<file path="src/rtl/core/gtm_pkg.sv">
package gtm_pkg;

  // Internal width for exact products and sums before the 64-bit saturation.
  // 64-bit accumulator times 16-bit coefficient plus two guard bits.
  localparam int WIDE_W = 82;
  typedef logic signed [WIDE_W-1:0] wide_t;

  localparam int BL_W        = 11;
  localparam int COEF_W      = 16;
  localparam int SCALE_W     = 16;
  localparam int MAG_W       = 16;
  localparam int CFG_INDEX_W = 3;
  localparam int CFG_DATA_W  = 16;

  localparam int MIN_BLOCK_LENGTH = 2;

  localparam logic [BL_W-1:0]           BLOCK_LENGTH_RST = BL_W'(256);
  localparam logic signed [COEF_W-1:0]  COEF_RST         = '0;
  localparam logic [SCALE_W-1:0]        OUTPUT_SCALE_RST = SCALE_W'(512);

  localparam int ROUND_COEF  = 14;
  localparam int ROUND_SCALE = 16;

  // Real/imag clamp ahead of the scale multiply: +-2^33 already saturates
  // the scaled part for any nonzero scale.
  localparam int PRE_LIM_SHIFT = 33;
  localparam int PRE_W         = PRE_LIM_SHIFT + 2;
  localparam int SCL_W         = PRE_W + SCALE_W + 1;

  localparam int PART_LIM = 65536;
  localparam int PART_W   = 17;

  // Sum of two squares of 17-bit magnitudes; even width for the root.
  localparam int SQ_W = 34;

  localparam int QUEUE_DEPTH = 2;

  typedef enum logic [CFG_INDEX_W-1:0] {
    REG_BLOCK_LENGTH,
    REG_TWICE_COSINE,
    REG_COSINE_TERM,
    REG_SINE_TERM,
    REG_OUTPUT_SCALE
  } cfg_reg_t;

  typedef struct packed {
    logic [BL_W-1:0]          block_length;
    logic signed [COEF_W-1:0] twice_cosine;
    logic signed [COEF_W-1:0] cosine_term;
    logic signed [COEF_W-1:0] sine_term;
    logic [SCALE_W-1:0]       output_scale;
  } cfg_t;

  typedef enum logic [2:0] {
    BK_IDLE,
    BK_COEF,
    BK_REAL,
    BK_SCALE,
    BK_CLAMP,
    BK_SQUARE,
    BK_ROOT,
    BK_DONE
  } back_state_t;

  // Saturate to the signed 64-bit range.
  function automatic wide_t sat64(wide_t v);
    logic [WIDE_W-64:0] hi;
    hi = v[WIDE_W-1:63];
    if ((&hi) || !(|hi)) begin
      return v;
    end else if (v[WIDE_W-1]) begin
      return wide_t'({{(WIDE_W-63){1'b1}}, 63'd0});
    end else begin
      return wide_t'({{(WIDE_W-63){1'b0}}, {63{1'b1}}});
    end
  endfunction

  // Add half (saturating), then floor shift.
  function automatic wide_t shr_round(wide_t v, int unsigned s);
    wide_t t;
    t = sat64(v + (wide_t'(1) <<< (s - 1)));
    return t >>> s;
  endfunction

  function automatic logic signed [PRE_W-1:0] pre_clamp(wide_t v);
    wide_t lim;
    lim = wide_t'(1) <<< PRE_LIM_SHIFT;
    if (v > lim) begin
      return PRE_W'(lim);
    end else if (v < -lim) begin
      return PRE_W'(-lim);
    end else begin
      return PRE_W'(v);
    end
  endfunction

  // Round the scaled product, clamp to +-65536, return the magnitude.
  function automatic logic [PART_W-1:0] part_mag(logic signed [SCL_W-1:0] p);
    logic signed [SCL_W-1:0] t;
    t = (p + $signed(SCL_W'(1) <<< (ROUND_SCALE - 1))) >>> ROUND_SCALE;
    if (t > PART_LIM || t < -PART_LIM) begin
      return PART_W'(PART_LIM);
    end else if (t < 0) begin
      return PART_W'(-t);
    end else begin
      return PART_W'(t);
    end
  endfunction

endpackage

</file>
<file path="src/rtl/core/gtm_queue.sv">
module gtm_queue #(
  parameter int DATA_W = 80
) (
  input  logic              clk,
  input  logic              rst,
  input  logic              push_valid,
  output logic              push_ready,
  input  logic [DATA_W-1:0] push_data,
  output logic              pop_valid,
  input  logic              pop_ready,
  output logic [DATA_W-1:0] pop_data
);

  localparam int DEPTH = gtm_pkg::QUEUE_DEPTH;
  localparam int PTR_W = (DEPTH > 1) ? $clog2(DEPTH) : 1;
  localparam int CNT_W = $clog2(DEPTH + 1);

  logic [DATA_W-1:0] entries [DEPTH];
  logic [PTR_W-1:0]  wr_ptr;
  logic [PTR_W-1:0]  rd_ptr;
  logic [CNT_W-1:0]  count;
  logic              push;
  logic              pop;

  assign push_ready = (count != CNT_W'(DEPTH));
  assign pop_valid  = (count != '0);
  assign pop_data   = entries[rd_ptr];
  assign push       = push_valid && push_ready;
  assign pop        = pop_valid && pop_ready;

  always_ff @(posedge clk) begin
    if (push) begin
      entries[wr_ptr] <= push_data;
    end
  end

  always_ff @(posedge clk) begin
    if (rst) begin
      wr_ptr <= '0;
      rd_ptr <= '0;
      count  <= '0;
    end else begin
      if (push) begin
        wr_ptr <= (wr_ptr == PTR_W'(DEPTH - 1)) ? '0 : wr_ptr + PTR_W'(1);
      end
      if (pop) begin
        rd_ptr <= (rd_ptr == PTR_W'(DEPTH - 1)) ? '0 : rd_ptr + PTR_W'(1);
      end
      if (push && !pop) begin
        count <= count + CNT_W'(1);
      end else if (pop && !push) begin
        count <= count - CNT_W'(1);
      end
    end
  end

endmodule

</file>
<file path="config.mk">
export PLATFORM = sky130hd
export DESIGN_NAME = gtm_queue
export DESIGN_NICKNAME = d
export VERILOG_FILES = /design/src/rtl/core/gtm_pkg.sv /design/src/rtl/core/gtm_queue.sv
export SDC_FILE = /design/constraint.sdc
export NUM_CORES = 1
export LEC_CHECK = 0
export ABC_AREA = 1
export BUFFER_PORTS_ARGS = -buffer_cell sky130_fd_sc_hd__buf_2
export CAP_MARGIN = 20
export CORE_AREA = 3 3 160 84
export DETAILED_ROUTE_END_ITERATION = 6
export DIE_AREA = 0 0 163 87
export GPL_TIMING_DRIVEN = 1
export PLACE_DENSITY = 0.79
export SLEW_MARGIN = 10
export SYNTH_ARGS = -nofsm -noshare
export SYNTH_HDL_FRONTEND = slang
export SYNTH_SLANG_ARGS = --single-unit
</file>
<file path="constraint.sdc">
create_clock -name clk -period 5.35 [get_ports clk]
set_input_delay 0.535 -clock clk [delete_from_list [all_inputs] [get_ports clk]]
set_output_delay 0.535 -clock clk [all_outputs]
set_load 0.1 [all_outputs]
</file>
# [Word level (Yosys, flattened, before mapping)]
# Memory sizes are Yosys's and may differ from the RTL's. A register that Yosys moved wholly into a read port is not among the register bits.
# Cells that the tools add are included.
# W data, S select, Z words.
[op_classes] reduce_logical=8 muxes=8 n_addsub=4 n_eq_ne=1
[op_table] op="$mux W1" count=6
[op_table] op="$logic_and A1 B1 Y1" count=4
[op_table] op="$mux W2" count=2
[op_table] op="$reduce_bool A2 Y1" count=2
[op_table] op="$add A1 B1 Y1 const B" count=2
[op_table] op="$add A2 B1 Y2 const B" count=1
[op_table] op="$logic_not A1 Y1" count=2
[op_table] op="$ne A2 B2 Y1 const B" count=1
[op_table] op="$sub A2 B1 Y2 const B" count=1
[word_totals] word_cells=25 regBits=4 n_memories=1 output_inout_bits=82 ram_bits=160 input_bits=84
[memory_table] memory="entries" words=2 width=80 rd=1 rd_clocked_by_memory_dff=1 wr=1 line_no="gtm_queue.sv:18" rtl="logic [DATA_W-1:0] entries [DEPTH];"

# [Logic depth before layout (Yosys ltp)]
[depth] depth_word=6 ltp_mapped=11 depth_no_buf=11

# [Least setup slack after synthesis]
# No wires, ideal clock.
[synth_timing] path_kind="reg2reg" from="reg count[0]" to="mem entries[0][0] (enable)" synth_period_minus_slack_ns=5.179 path_stages_with_launch=5 setup_slack_ns=0.171 n_path_buf=0 arrival_time_ns=4.660 t_required_ns=4.831 cell_sequence="dfxtp_1 inv_1 nand2_1 nand2_1 nor2_1"
[synth_between] elab_chain_cells=4
[synth_rtl] element="start: declaration" line_no="gtm_queue.sv:21" rtl="logic [CNT_W-1:0] count;"
[synth_rtl] element="start signal: assignment" line_no="gtm_queue.sv:50" rtl="count <= count + CNT_W'(1);"
[synth_rtl] element="start signal: assignment" line_no="gtm_queue.sv:52" rtl="count <= count - CNT_W'(1);"
[synth_rtl] element="$ne A2 B2 Y1" line_no="gtm_queue.sv:25" rtl="assign push_ready = (count != CNT_W'(DEPTH));"
[synth_rtl] element="net push_ready" line_no="gtm_queue.sv:7" rtl="output logic push_ready,"
[synth_rtl] element="$logic_and A1 B1 Y1" line_no="gtm_queue.sv:28" rtl="assign push = push_valid && push_ready;"
[synth_rtl] element="$mux W1" line_no="gtm_queue.sv:32" rtl="if (push) begin"
[synth_rtl] element="$mux W1 (not written as such)" line_no="gtm_queue.sv:33" rtl="entries[wr_ptr] <= push_data;"
[synth_rtl] element="end: declaration" line_no="gtm_queue.sv:18"
# The timed path passes the listed nets, and every way through them passes these cells.

==> impl_metrics.yaml <==
sta:
  fin_crit_sh_pct: 61.0
  relSlewSlack_pct: 30.2
  finalHoldViolations: 0
  whs_ps: 321
  totalNegativeSetupSlack_ps: 0
  drv_slew: 0
  fmax_ghz: 0.307
  worst_pin_slew_ps: 1050
  rsz0062_at_grt: "false"
  final-setup-viol-count: 0
  fin_crit_ps: 3260
  finClkSkew_ps: 6.01
clocking:
  cts_root_buf: "clkbuf_16"
  clk_latency_ps: 400
  post_cts_resized: 0
  cts.clk_slew.worst_paths_ps: 60
  hold_buffers: 0
  cts_buffer_depth: 2
  htreeDepth: 4
  clock-sinks: 165
  cts_setup_buffers: 0
  numCtsBuffers: 17
  cts_tree: "yes"
detailed_routing:
  num_vias: 3177
  route.detailed.drc: 0
  avgRoutedWirePerCell_um: 17.3
  wl_mm: 11.1
  viasPerCell: 4.93
  firstDrtPassIters: 4
  drt_iter0_markers: 146
  ant_nets: 0
floorplanning:
  num_rows: 28
  coreArea_um2: 11900
  dieArea_um2: 14200
  io_pins: 166
  die_h_um: 87
  die_w_um: 163
  initial_core_util_pct: 53.9
placement:
  dpl.hpwl_mm: 7.42
  placedCellCount: 611
  place.port_buffers: 165
  gp_congestion: 0.733
hold_path:
  min_path_cells: 1
  hold_class: "primary input to register"
  min_from: "push_data[73]"
logic_synthesis:
  synth_cells: 286
  synth_area_leaders: "edfxtp_1 75%, mux2_4 19%, buf_12 2.5%"
  synthDistinctLibCells: 13
  syn_area_um2: 6420
  yosysMostFrequentCell: "edfxtp_1"
  synth.largest_area_cell: "edfxtp_1"
  ys_ff_latch: 165
  synth_top_area_share_pct: 74.9
  synth_warnings: 0
  yosys-top-cells-count: "160 x edfxtp_1, 80 x mux2_4, 9 x nand2_1"
  ys.flop_type: "edfxtp_1"
  yosysSeqAreaShare_pct: 76.4
  synth_edf_count: 160
  async_reset_ff_share_pct: 0
  syn_nets: 371
  syn_avg_cell_area_um2: 22.4
critical_path:
  critical_path_class: "register to output port"
  max_stage_delay_ps: 1040
  worst-r2r-cell-count: 6
  r2r_start: "count[0]"
  cp_max_fo: 56
  cp.arrival_ps: 2730
  cp_cell_sequence: "buf_4 > mux2_4 > buf_2"
  crit_slowest_cell: "dfxtp_4"
  cp-start-kind: "register"
  required_ps: 4820
  end_kind: "output port"
finish:
  drive_gt1_share_pct: 58.6
  nets: 552
  stdcell_count: 644
  fillers: 843
  area_growth_pct: 23.8
power_and_ir_drop:
  ir_worst_vdd_mv: 0.449
  p_total_mw: 5.01
  leakagePower_nw: 3.17
  power_density_nw_per_um2: 630
outcome:
  outcome: "completed"
grt:
  grt_max_degree: 81
  grt_pass1_wl_mm: 17.2
  track_usage_pct: 16.1
  antenna_found_initial: 1
  grt_pass1_vias: 3485
  grt-ovfl-total: 0
flow_run:
  max-cap-violations: 0
report_power, final:
| group | internal [mW] | switching (mW) |
|---|---|---|
| logic | 0.463 | 1.63 |
| registers | 1.63 | 0.108 |
| clock network | 0.724 | 0.445 |
| total | 2.82 | 2.19 |
final cells by class:
class	instances	area (um2)	area share, %
Antenna cell	1	2.50	0.0315
Clock buffer	19	433	5.45
Clock inverter	11	136	1.72
Inverter	8	30.0	0.378
Multi-Input combinational cell	104	1330	16.7
Sequential cell	165	4910	61.8
Tap cell	165	206	2.60
Timing Repair Buffer	171	903	11.4
worst max-delay path: cells and delay by family (launching register included):
family / cells / cell delay (ps)
multiplexers: 1 / 260
buffers and inverters: 2 / 990
flip-flops: 1 / 1040
cell usage in the layout, fill, tap and decap left out:
cell and n:
nand4_1 1, inv_1 8, nand3_1 2, ha_1 1
edfxtp_1 160, mux2_4 80, clkbuf_16 17, dfxtp_1 4
clkinvlp_4 2, buf_2 165, bufinv_16 3, dfxtp_4 1
o21ai_0 2, diode_2 1, clkbuf_1 2, buf_12 1
nor2_4 2, nand2_1 9, clkinv_2 3, a21oi_1 2
nor2_1 5, clkinv_1 2, buf_4 4, clkinv_4 1
buf_16 1
registers in the layout (all words and copies together), names as in the netlist, named ones only:
register  flops
count         2
entries     160
rd_ptr        1
wr_ptr        1
per-layer routing:
layer / routed length [um] / up-vias / share of wire [%] / global-route usage (%)
li1: - / 1476 / - / -
met1: 4250 / 1583 / 38 / 17.4
met2: 6030 / 89 / 54 / 30.0
met3: 484 / 29 / 4.4 / 4.08
met4: 351 / 0 / 3.2 / 8.06
met5: 0 / - / 0 / 0
path summary, 6_finish.rpt:
kind	end	slack (ps)
worst min register to register	register	510
worst min-delay path	entries[0][73]	320
worst max-delay path	pop_data[19]	2090
worst max register to register	entries[1][42]	3520
stage by stage:
stage / utilization, % / area [um2] / worst slack (ps)
3_5_place_dp: 61.5 / 7330 / 2490
2_1_floorplan: - / 6420 / 171
4_1_cts: 66.3 / 7900 / 2040
3_3_place_gp: 61.5 / 7330 / 2530
6_report: 66.7 / 7950 / 2090
5_1_grt: 66.7 / 7950 / 1940
cells by family after synthesis:
family | synth area share, %
mux | 18.7
flops | 76.4
compound gates | 0.312
simple gates | 1.19
fa+ha+maj | 0.195
buf+inv | 3.14
Note: power is estimated with default switching activity, not from simulation.
