$ cat config.mk
export PLATFORM = sky130hd
export DESIGN_NAME = gtm_front_flat
export DESIGN_NICKNAME = d
export VERILOG_FILES = /design/src/rtl/core/gtm_pkg.sv /design/src/rtl/core/gtm_if.sv /design/src/rtl/core/gtm_front.sv /design/src/flat_wrapper.sv
export SDC_FILE = /design/constraint.sdc
export NUM_CORES = 2
export LEC_CHECK = 0
export BUFFER_PORTS_ARGS = -buffer_cell sky130_fd_sc_hd__buf_2
export CORE_MARGIN = 10
export CORE_UTILIZATION = 65
export DETAILED_ROUTE_END_ITERATION = 12
export HOLD_SLACK_MARGIN = 0.06
export PLACE_DENSITY = 0.84
export SLEW_MARGIN = 10
export SYNTH_ARGS = -nofsm -noshare
export SYNTH_HDL_FRONTEND = slang
export SYNTH_SLANG_ARGS = --single-unit
export TNS_END_PERCENT = 5
$ cat constraint.sdc
create_clock -name clk -period 65.2 [get_ports clk]
set_clock_uncertainty 0.15 [all_clocks]
set_input_delay 13.04 -clock clk [delete_from_list [all_inputs] [get_ports clk]]
set_output_delay 13.04 -clock clk [all_outputs]
set_load 0.03 [all_outputs]
$ cat src/rtl/core/gtm_pkg.sv
package gtm_pkg;

  // Internal width for exact products and sums before the 64-bit saturation.
  // 64-bit accumulator times 16-bit coefficient plus two guard bits.
  localparam int WIDE_W = 82;
  typedef logic signed [WIDE_W-1:0] wide_t;

  localparam int BL_W        = 11;
  localparam int COEF_W      = 16;
  localparam int SCALE_W     = 16;
  localparam int MAG_W       = 16;
  localparam int CFG_INDEX_W = 3;
  localparam int CFG_DATA_W  = 16;

  localparam int MIN_BLOCK_LENGTH = 2;

  localparam logic [BL_W-1:0]           BLOCK_LENGTH_RST = BL_W'(256);
  localparam logic signed [COEF_W-1:0]  COEF_RST         = '0;
  localparam logic [SCALE_W-1:0]        OUTPUT_SCALE_RST = SCALE_W'(512);

  localparam int ROUND_COEF  = 14;
  localparam int ROUND_SCALE = 16;

  // Real/imag clamp ahead of the scale multiply: +-2^33 already saturates
  // the scaled part for any nonzero scale.
  localparam int PRE_LIM_SHIFT = 33;
  localparam int PRE_W         = PRE_LIM_SHIFT + 2;
  localparam int SCL_W         = PRE_W + SCALE_W + 1;

  localparam int PART_LIM = 65536;
  localparam int PART_W   = 17;

  // Sum of two squares of 17-bit magnitudes; even width for the root.
  localparam int SQ_W = 34;

  localparam int QUEUE_DEPTH = 2;

  typedef enum logic [CFG_INDEX_W-1:0] {
    REG_BLOCK_LENGTH,
    REG_TWICE_COSINE,
    REG_COSINE_TERM,
    REG_SINE_TERM,
    REG_OUTPUT_SCALE
  } cfg_reg_t;

  typedef struct packed {
    logic [BL_W-1:0]          block_length;
    logic signed [COEF_W-1:0] twice_cosine;
    logic signed [COEF_W-1:0] cosine_term;
    logic signed [COEF_W-1:0] sine_term;
    logic [SCALE_W-1:0]       output_scale;
  } cfg_t;

  typedef enum logic [2:0] {
    BK_IDLE,
    BK_COEF,
    BK_REAL,
    BK_SCALE,
    BK_CLAMP,
    BK_SQUARE,
    BK_ROOT,
    BK_DONE
  } back_state_t;

  // Saturate to the signed 64-bit range.
  function automatic wide_t sat64(wide_t v);
    logic [WIDE_W-64:0] hi;
    hi = v[WIDE_W-1:63];
    if ((&hi) || !(|hi)) begin
      return v;
    end else if (v[WIDE_W-1]) begin
      return wide_t'({{(WIDE_W-63){1'b1}}, 63'd0});
    end else begin
      return wide_t'({{(WIDE_W-63){1'b0}}, {63{1'b1}}});
    end
  endfunction

  // Add half (saturating), then floor shift.
  function automatic wide_t shr_round(wide_t v, int unsigned s);
    wide_t t;
    t = sat64(v + (wide_t'(1) <<< (s - 1)));
    return t >>> s;
  endfunction

  function automatic logic signed [PRE_W-1:0] pre_clamp(wide_t v);
    wide_t lim;
    lim = wide_t'(1) <<< PRE_LIM_SHIFT;
    if (v > lim) begin
      return PRE_W'(lim);
    end else if (v < -lim) begin
      return PRE_W'(-lim);
    end else begin
      return PRE_W'(v);
    end
  endfunction

  // Round the scaled product, clamp to +-65536, return the magnitude.
  function automatic logic [PART_W-1:0] part_mag(logic signed [SCL_W-1:0] p);
    logic signed [SCL_W-1:0] t;
    t = (p + $signed(SCL_W'(1) <<< (ROUND_SCALE - 1))) >>> ROUND_SCALE;
    if (t > PART_LIM || t < -PART_LIM) begin
      return PART_W'(PART_LIM);
    end else if (t < 0) begin
      return PART_W'(-t);
    end else begin
      return PART_W'(t);
    end
  endfunction

endpackage

$ cat src/rtl/core/gtm_if.sv
interface gtm_sample_if #(parameter int W = 16) ();
  logic                valid;
  logic                ready;
  logic signed [W-1:0] sample;
  modport source (output valid, output sample, input ready);
  modport sink (input valid, input sample, output ready);
endinterface


$ cat src/rtl/core/gtm_front.sv
module gtm_front #(
  parameter int MAX_BLOCK_LENGTH = 1024,
  parameter int SAMPLE_WIDTH     = 16,
  parameter int ACC_WIDTH        = 40
) (
  input  logic                     clk,
  input  logic                     rst,
  input  gtm_pkg::cfg_t            cfg_q,
  gtm_sample_if.sink               samples,
  output logic                     push_valid,
  input  logic                     push_ready,
  output logic [2*ACC_WIDTH-1:0]   push_data
);

  localparam int PROD_W = ACC_WIDTH + gtm_pkg::COEF_W;
  localparam int CNT_W  = $clog2(MAX_BLOCK_LENGTH);
  localparam int LEN_W  = $clog2(MAX_BLOCK_LENGTH + 1);
  localparam int CMP_W  = (LEN_W > gtm_pkg::BL_W) ? LEN_W : gtm_pkg::BL_W;
  localparam int WW     = gtm_pkg::WIDE_W;

  logic signed [ACC_WIDTH-1:0]    acc_prev;
  logic signed [ACC_WIDTH-1:0]    acc_prev2;
  logic [CNT_W-1:0]               sample_count;

  logic signed [ACC_WIDTH-1:0]    acc_prev_next;
  logic signed [SAMPLE_WIDTH-1:0] x;
  logic signed [PROD_W-1:0]       prod;
  gtm_pkg::wide_t                 prod_w;
  gtm_pkg::wide_t                 q2_w;
  gtm_pkg::wide_t                 x_w;
  gtm_pkg::wide_t                 term;
  gtm_pkg::wide_t                 sum1;
  gtm_pkg::wide_t                 sum2;
  logic [WW-ACC_WIDTH:0]          sum2_hi;
  logic [CMP_W-1:0]               block_len;
  logic [CMP_W-1:0]               len_eff;
  logic [CMP_W-1:0]               count_inc;
  logic                           last;
  logic                           accept;

  assign x      = samples.sample;
  assign prod   = $signed(cfg_q.twice_cosine) * acc_prev;
  assign prod_w = {{(WW-PROD_W){prod[PROD_W-1]}}, prod};
  assign q2_w   = {{(WW-ACC_WIDTH){acc_prev2[ACC_WIDTH-1]}}, acc_prev2};
  assign x_w    = {{(WW-SAMPLE_WIDTH){x[SAMPLE_WIDTH-1]}}, x};

  // q0 = round(2cos * q1) - q2 + x, 64-bit saturating, then to accumulator width
  always_comb begin
    term    = gtm_pkg::shr_round(gtm_pkg::sat64(prod_w), gtm_pkg::ROUND_COEF);
    sum1    = gtm_pkg::sat64(term + gtm_pkg::sat64(-q2_w));
    sum2    = gtm_pkg::sat64(sum1 + x_w);
    sum2_hi = sum2[WW-1:ACC_WIDTH-1];
    if ((&sum2_hi) || !(|sum2_hi)) begin
      acc_prev_next = sum2[ACC_WIDTH-1:0];
    end else begin
      acc_prev_next = {sum2[WW-1], {(ACC_WIDTH-1){~sum2[WW-1]}}};
    end
  end

  // effective block length, clamped into 2 .. MAX_BLOCK_LENGTH
  always_comb begin
    block_len = CMP_W'(cfg_q.block_length);
    if (block_len < CMP_W'(gtm_pkg::MIN_BLOCK_LENGTH)) begin
      len_eff = CMP_W'(gtm_pkg::MIN_BLOCK_LENGTH);
    end else if (block_len > CMP_W'(MAX_BLOCK_LENGTH)) begin
      len_eff = CMP_W'(MAX_BLOCK_LENGTH);
    end else begin
      len_eff = block_len;
    end
  end

  assign count_inc     = CMP_W'(sample_count) + CMP_W'(1);
  assign last          = (count_inc >= len_eff);
  assign samples.ready = push_ready || !last;
  assign accept        = samples.valid && samples.ready;
  assign push_valid    = samples.valid && last;
  assign push_data     = {acc_prev_next, acc_prev};

  always_ff @(posedge clk) begin
    if (rst) begin
      acc_prev     <= '0;
      acc_prev2    <= '0;
      sample_count <= '0;
    end else if (accept) begin
      if (last) begin
        acc_prev     <= '0;
        acc_prev2    <= '0;
        sample_count <= '0;
      end else begin
        acc_prev     <= acc_prev_next;
        acc_prev2    <= acc_prev;
        sample_count <= count_inc[CNT_W-1:0];
      end
    end
  end

endmodule

$ cat src/flat_wrapper.sv
// flat-port wrapper written by rule: the top's interface ports become plain ports
module gtm_front_flat 
#(
  parameter int MAX_BLOCK_LENGTH = 1024,
  parameter int SAMPLE_WIDTH     = 16,
  parameter int ACC_WIDTH        = 40
)
  (clk, rst, cfg_q, push_valid, push_ready, push_data, samples_valid, samples_sample, samples_ready);
  gtm_sample_if samples_i ();
  input  logic clk;
  input  logic rst;
  input  gtm_pkg::cfg_t cfg_q;
  output logic push_valid;
  input  logic push_ready;
  output logic [2*ACC_WIDTH-1:0] push_data;
  input wire logic [$bits(samples_i.valid)-1:0] samples_valid;
  input wire logic [$bits(samples_i.sample)-1:0] samples_sample;
  output wire logic [$bits(samples_i.ready)-1:0] samples_ready;
  assign samples_i.valid = samples_valid;
  assign samples_i.sample = samples_sample;
  assign samples_ready = samples_i.ready;
  gtm_front #(.MAX_BLOCK_LENGTH(MAX_BLOCK_LENGTH), .SAMPLE_WIDTH(SAMPLE_WIDTH), .ACC_WIDTH(ACC_WIDTH)) u_core (.clk(clk), .rst(rst), .cfg_q(cfg_q), .samples(samples_i), .push_valid(push_valid), .push_ready(push_ready), .push_data(push_data));
endmodule
Word level (Yosys, flattened, before mapping)
Cells that the tools add are included.
W data, S select, Z words.
{"block": "op_classes", "n_addsub": 5, "mul": 1, "div": 0, "magnitude_cmp": 3, "eq_ne": 0, "n_shift": 0, "muxes": 14, "n_bitwise": 1, "n_reduce_logical": 24}
{"cell": "$mux W82", "count": 8}
{"cell": "$mux W40", "count": 3}
{"cell": "$add A68 B82 Y82", "count": 1}
{"cell": "$add A82 B16 Y82", "count": 1}
{"cell": "$neg A40 Y82", "count": 1}
{"cell": "$reduce_and A19 Y1", "count": 4}
{"cell": "$reduce_or A19 Y1", "count": 4}
{"cell": "$add A56 B15 Y57 const B", "count": 1}
{"cell": "$mul A16 B40 Y56", "count": 1}
{"cell": "$reduce_and A43 Y1", "count": 1}
{"cell": "$reduce_or A43 Y1", "count": 1}
{"cell": "$mux W11", "count": 2}
{"cell": "$add A10 B1 Y11 const B", "count": 1}
{"cell": "$ge A11 B11 Y1", "count": 1}
{"cell": "$gt A11 B11 Y1 const B", "count": 1}
{"cell": "$lt A11 B2 Y1 const B", "count": 1}
{"cell": "$mux W10", "count": 1}
{"cell": "$logic_not A1 Y1", "count": 6}
{"cell": "$logic_or A1 B1 Y1", "count": 6}
{"cell": "$logic_and A1 B1 Y1", "count": 2}
{"cell": "$not A1 Y1", "count": 1}
{"block": "totals", "register_bits": 90, "latch_bits": 0, "ramBits": 0, "mem_bits_ro": 0, "input_bits": 95, "out_inout_bits": 82, "word_cells": 51, "memories": 0}

Longest topological paths before layout
{"block": "logic_depth", "ltp_word": 21, "depth_mapped": 64, "mapped_depth_nobuf": 56}

Worst setup path after synthesis
OpenSTA, ideal clock, no wires.
{"block": "synth_timing", "path_kind": "input-to-output", "from": "input port cfg_q[49] (netlist bit)", "to": "output port push_data[71]", "t_arrival_ns": 29.388, "required_time_ns": 52.010, "slack_ns": 22.622, "path_stages": 61, "cell_sequence": "clkbuf_1 > clkbuf_1 > nand2_1 > fa_1 > inv_1 > fa_1 > inv_1 > fa_1 > inv_1 > fa_1 > fa_1 > inv_1 > fa_1 > inv_1 > ha_1 > a21o_1 > a21o_1 > a221oi_1 > (+25 left out) > ha_1 > clkbuf_1 > nand4_1 > or3_1 > or4_1 > o22ai_1 > nor2_1 > o211ai_1 > xor2_1 > nand4_1 > or4_1 > nor4_1 > and4_1 > clkbuf_1 > clkbuf_1 > clkbuf_1 > a21oi_1 > a21oi_1"}
{"block": "synth_via", "elab_chain_cells": 20}
{"item": "from (decl)", "line_no": "flat_wrapper.sv:12", "text": "input gtm_pkg::cfg_t cfg_q;"}
{"item": "$mul A16 B40 Y56 *", "line_no": "gtm_front.sv:42", "text": "assign prod = $signed(cfg_q.twice_cosine) * acc_prev;"}
{"item": "$add A56 B15 Y57 *", "line_no": "gtm_pkg.sv:81", "text": "t = sat64(v + (wide_t'(1) <<< (s - 1)));"}
{"item": "$reduce_or A19 Y1", "line_no": "gtm_pkg.sv:69", "text": "if ((&hi) || !(|hi)) begin"}
{"item": "$logic_not A1 Y1", "line_no": "gtm_pkg.sv:69"}
{"item": "$logic_or A1 B1 Y1", "line_no": "gtm_pkg.sv:69"}
{"item": "$mux W82 *", "line_no": "gtm_pkg.sv:69"}
{"item": "$add A68 B82 Y82 *", "line_no": "gtm_front.sv:50", "text": "sum1 = gtm_pkg::sat64(term + gtm_pkg::sat64(-q2_w));"}
{"item": "$reduce_or A19 Y1", "line_no": "gtm_pkg.sv:69"}
{"item": "(+4 left out)"}
{"item": "$reduce_or A19 Y1", "line_no": "gtm_pkg.sv:69"}
{"item": "$logic_not A1 Y1", "line_no": "gtm_pkg.sv:69"}
{"item": "$logic_or A1 B1 Y1", "line_no": "gtm_pkg.sv:69"}
{"item": "$mux W82 *", "line_no": "gtm_pkg.sv:69"}
{"item": "$reduce_or A43 Y1", "line_no": "gtm_front.sv:53", "text": "if ((&sum2_hi) || !(|sum2_hi)) begin"}
{"item": "$logic_not A1 Y1", "line_no": "gtm_front.sv:53"}
{"item": "$logic_or A1 B1 Y1", "line_no": "gtm_front.sv:53"}
{"item": "$mux W40 *", "line_no": "gtm_front.sv:53"}
{"item": "to (decl)", "line_no": "flat_wrapper.sv:15", "text": "output logic [2*ACC_WIDTH-1:0] push_data;"}
Every way passes the cells marked *; elsewhere a longest branch is shown, timed or not.

Final worst setup path
{"block": "layout_timing", "from": "input port cfg_q[49] (netlist bit)", "to": "output port push_data[62]"}
Same word-level chain as after synthesis.

==> impl_metrics.toml <==
[critical_path]
critPathKind = "in -> out"
slowest_stage = "o311ai_1"
r2r_cells = 54
startpoint_type = "input port"
worst_setup_path_end_kind = "output pin"
r2r_start = "u_core.acc_prev[17]"
crit_path_max_incr_delay_ns = 0.78
startpoint = "cfg_q[49]"
crit_fanout = 63
crit_arrival_ns = 32.15
ff2ff_setup_slack_ns = 45.16
r2r-end = "u_core.acc_prev[36]"
crit_required_ns = 52.01

[cts]
cts_root_buf = "clkbuf_16"
cts_sinks = 90
clk_latency_ns = 0.38
cts.htree.levels = 3
cts_buffer_depth = 2
hold_buffers = 0
cts_made_buffers = 9
postCtsSetupBuffers = 0
cts_tree = "yes"
cts.clk_slew.worst_paths_ns = 0.08
post_cts_resized = 0

[final_layout]
fill_cells = 4848
drive_gt1_share_pct = 4.82
antenna_cells = 0
fin_nets = 5809
syn_to_final_growth_pct = 3.09

[placed_design]
io_buffer_count = 128
post-dp-hpwl_mm = 88.7
place_congestion = 0.994

[run]
maxCapViolCount = 0

[synthesis]
synth_cells = 4911
syn_nets = 5912
synthFlopType = "dfxtp_1"
ys_ff_latch = 90
synth_top_cell_by_area = "fa_1"
synth_edf_count = 0
synth_most_common_cell = "inv_1"
synth_area_leaders = "fa_1, ha_1, inv_1"
synth_area_per_cell_um2 = 7.77
ys_types = 88
ys_async_sr_fraction_pct = 0
ys_seq_area_share_pct = 4.72
synth_warnings = 0
synth_top_area_share_pct = 31.7
synth_common_cells = "inv_1, nand2_1, fa_1"
syn_area_mm2 = 0.0382

[timing]
timing_hold_violations_final = 0
drv_slew = 0
fmax_mhz = 22.1
relSlewSlack_pct = 15.5
finalSetupTns_ns = 0
finalSetupViolCount = 0
fin_crit_sh_pct = 69.5
grt_setup_unrepaired = "false"
post-route-min-period_ns = 45.34
tightest_slew_ns = 1.27
hold_slack_ns = 0.348

[worst_hold_path]
hold_depth = 1
min_from = "u_core.acc_prev[14]"
hp-class = "reg -> reg"
min_to = "u_core.acc_prev[14]"

[floorplan]
io_pins = 177
die_w_um = 262
start_util_pct = 65.9
rows = 88
core_area_mm2 = 0.0579
die_y_um = 262
floorplan.die_area_mm2 = 0.0688

[outcome]
outcome = "finished, final reports clean"

[detailed_routing]
wl_per_cell_um = 20.6
postRouteAntennaNets = 0
drt_first_iter_violations = 3708
vias = 35000
remaining_drc_errors = 0
dr.pass1.iters = 8
wl_mm = 115
via_per_inst = 6.27

[grt]
grt_first_pass_wirelength_mm = 186
grt.overflow.total = 0
grt_pass1_vias = 35600
track_usage_pct = 32.9
antenna_found_initial = 2
grt_max_degree = 68
==> logic make-up after synthesis <==
| logic type | share of synthesized area [%] |
|---|---|
| adders and majority gates | 41.6 |
| and+or+nand+nor | 19.3 |
| DFF | 4.72 |
| buffers and inverters | 11.1 |
| AOI/OAI and AO/OA | 17.0 |
| xor gates and xnor gates | 6.23 |
| muxes | 0.105 |
==> critical path: cells and delay by family <==
kind	cells	cell delay, ns
AND/OR/NAND/NOR	12	3.47
buffers and inverters	9	2.31
AO/OA/AOI/OAI	28	8.92
adder cells (fa/ha/maj)	9	4.29
==> per-layer routing <==
metal	wire length, um	global-route usage (%)	vias up
li1	-	-	15800
met1	43800	41.3	16900
met2	53300	54.1	1846
met3	11400	5.80	422
met4	6480	16.4	0
met5	0	0	-
==> cell usage in the layout, fill, tap and decap left out, types with 32 or more instances in the layout <==
| cell | synthesis | layout |
|---|---|---|
| nor2b_1 | 37 | 37 |
| nand4_1 | 75 | 75 |
| o21bai_1 | 34 | 34 |
| and2_1 | 224 | 222 |
| a22oi_1 | 55 | 55 |
| buf_2 | 12 | 128 |
| dfxtp_1 | 90 | 90 |
| nor3_1 | 67 | 67 |
| inv_1 | 814 | 814 |
| nand3_1 | 66 | 66 |
| ha_1 | 301 | 301 |
| buf_4 | 10 | 48 |
| nand2_1 | 612 | 612 |
| o21a_1 | 40 | 40 |
| xor2_1 | 101 | 101 |
| nand2b_1 | 32 | 32 |
| nor4_1 | 36 | 34 |
| a221o_1 | 43 | 43 |
| fa_1 | 605 | 605 |
| o21ai_0 | 168 | 167 |
| a21o_1 | 79 | 79 |
| a21oi_1 | 410 | 409 |
| nor2_1 | 277 | 277 |
| xnor2_1 | 119 | 117 |
==> metrics by stage <==
| step | setup WS, ns | utilization [%] | instances | cell area [um^2] |
|---|---|---|---|---|
| floorplan | 22.62 | - | 4911 | 38200 |
| global placement | 20.74 | 67.4 | 5562 | 39000 |
| detailed placement | 20.63 | 67.4 | 5562 | 39000 |
| CTS | 20.53 | 67.9 | 5578 | 39300 |
| global route | 19.26 | 67.9 | 5578 | 39300 |
| finish | 19.86 | 67.9 | 5578 | 39300 |
==> sequential cells by signal, indices dropped and copies added (netlist names) <==
register             cells
u_core.acc_prev2        40
u_core.sample_count     10
u_core.acc_prev         40
==> cell type report <==
cell class	count	area, um^2	area share [%]
Sequential cell	90	1800	4.58
Clock buffer	9	225	0.573
Inverter	817	3070	7.80
Clock inverter	7	76.3	0.194
Multi-Input combinational cell	3714	32200	81.9
Tap cell	765	957	2.43
Timing Repair Buffer	176	1000	2.54
==> worst max path at each step <==
stage	slack (ns)	endpoint	depth (start not counted)
floorplan	22.62	push_data[71]	61
global route	19.26	push_data[63]	58
finish	19.86	push_data[62]	58
CTS	20.53	push_data[62]	56
global placement	20.74	push_data[63]	56
detailed placement	20.63	push_data[62]	56
Power is left out: the tool's default activity adds up to more than one toggle a clock period on the data nets, which glitch-free logic cannot reach.
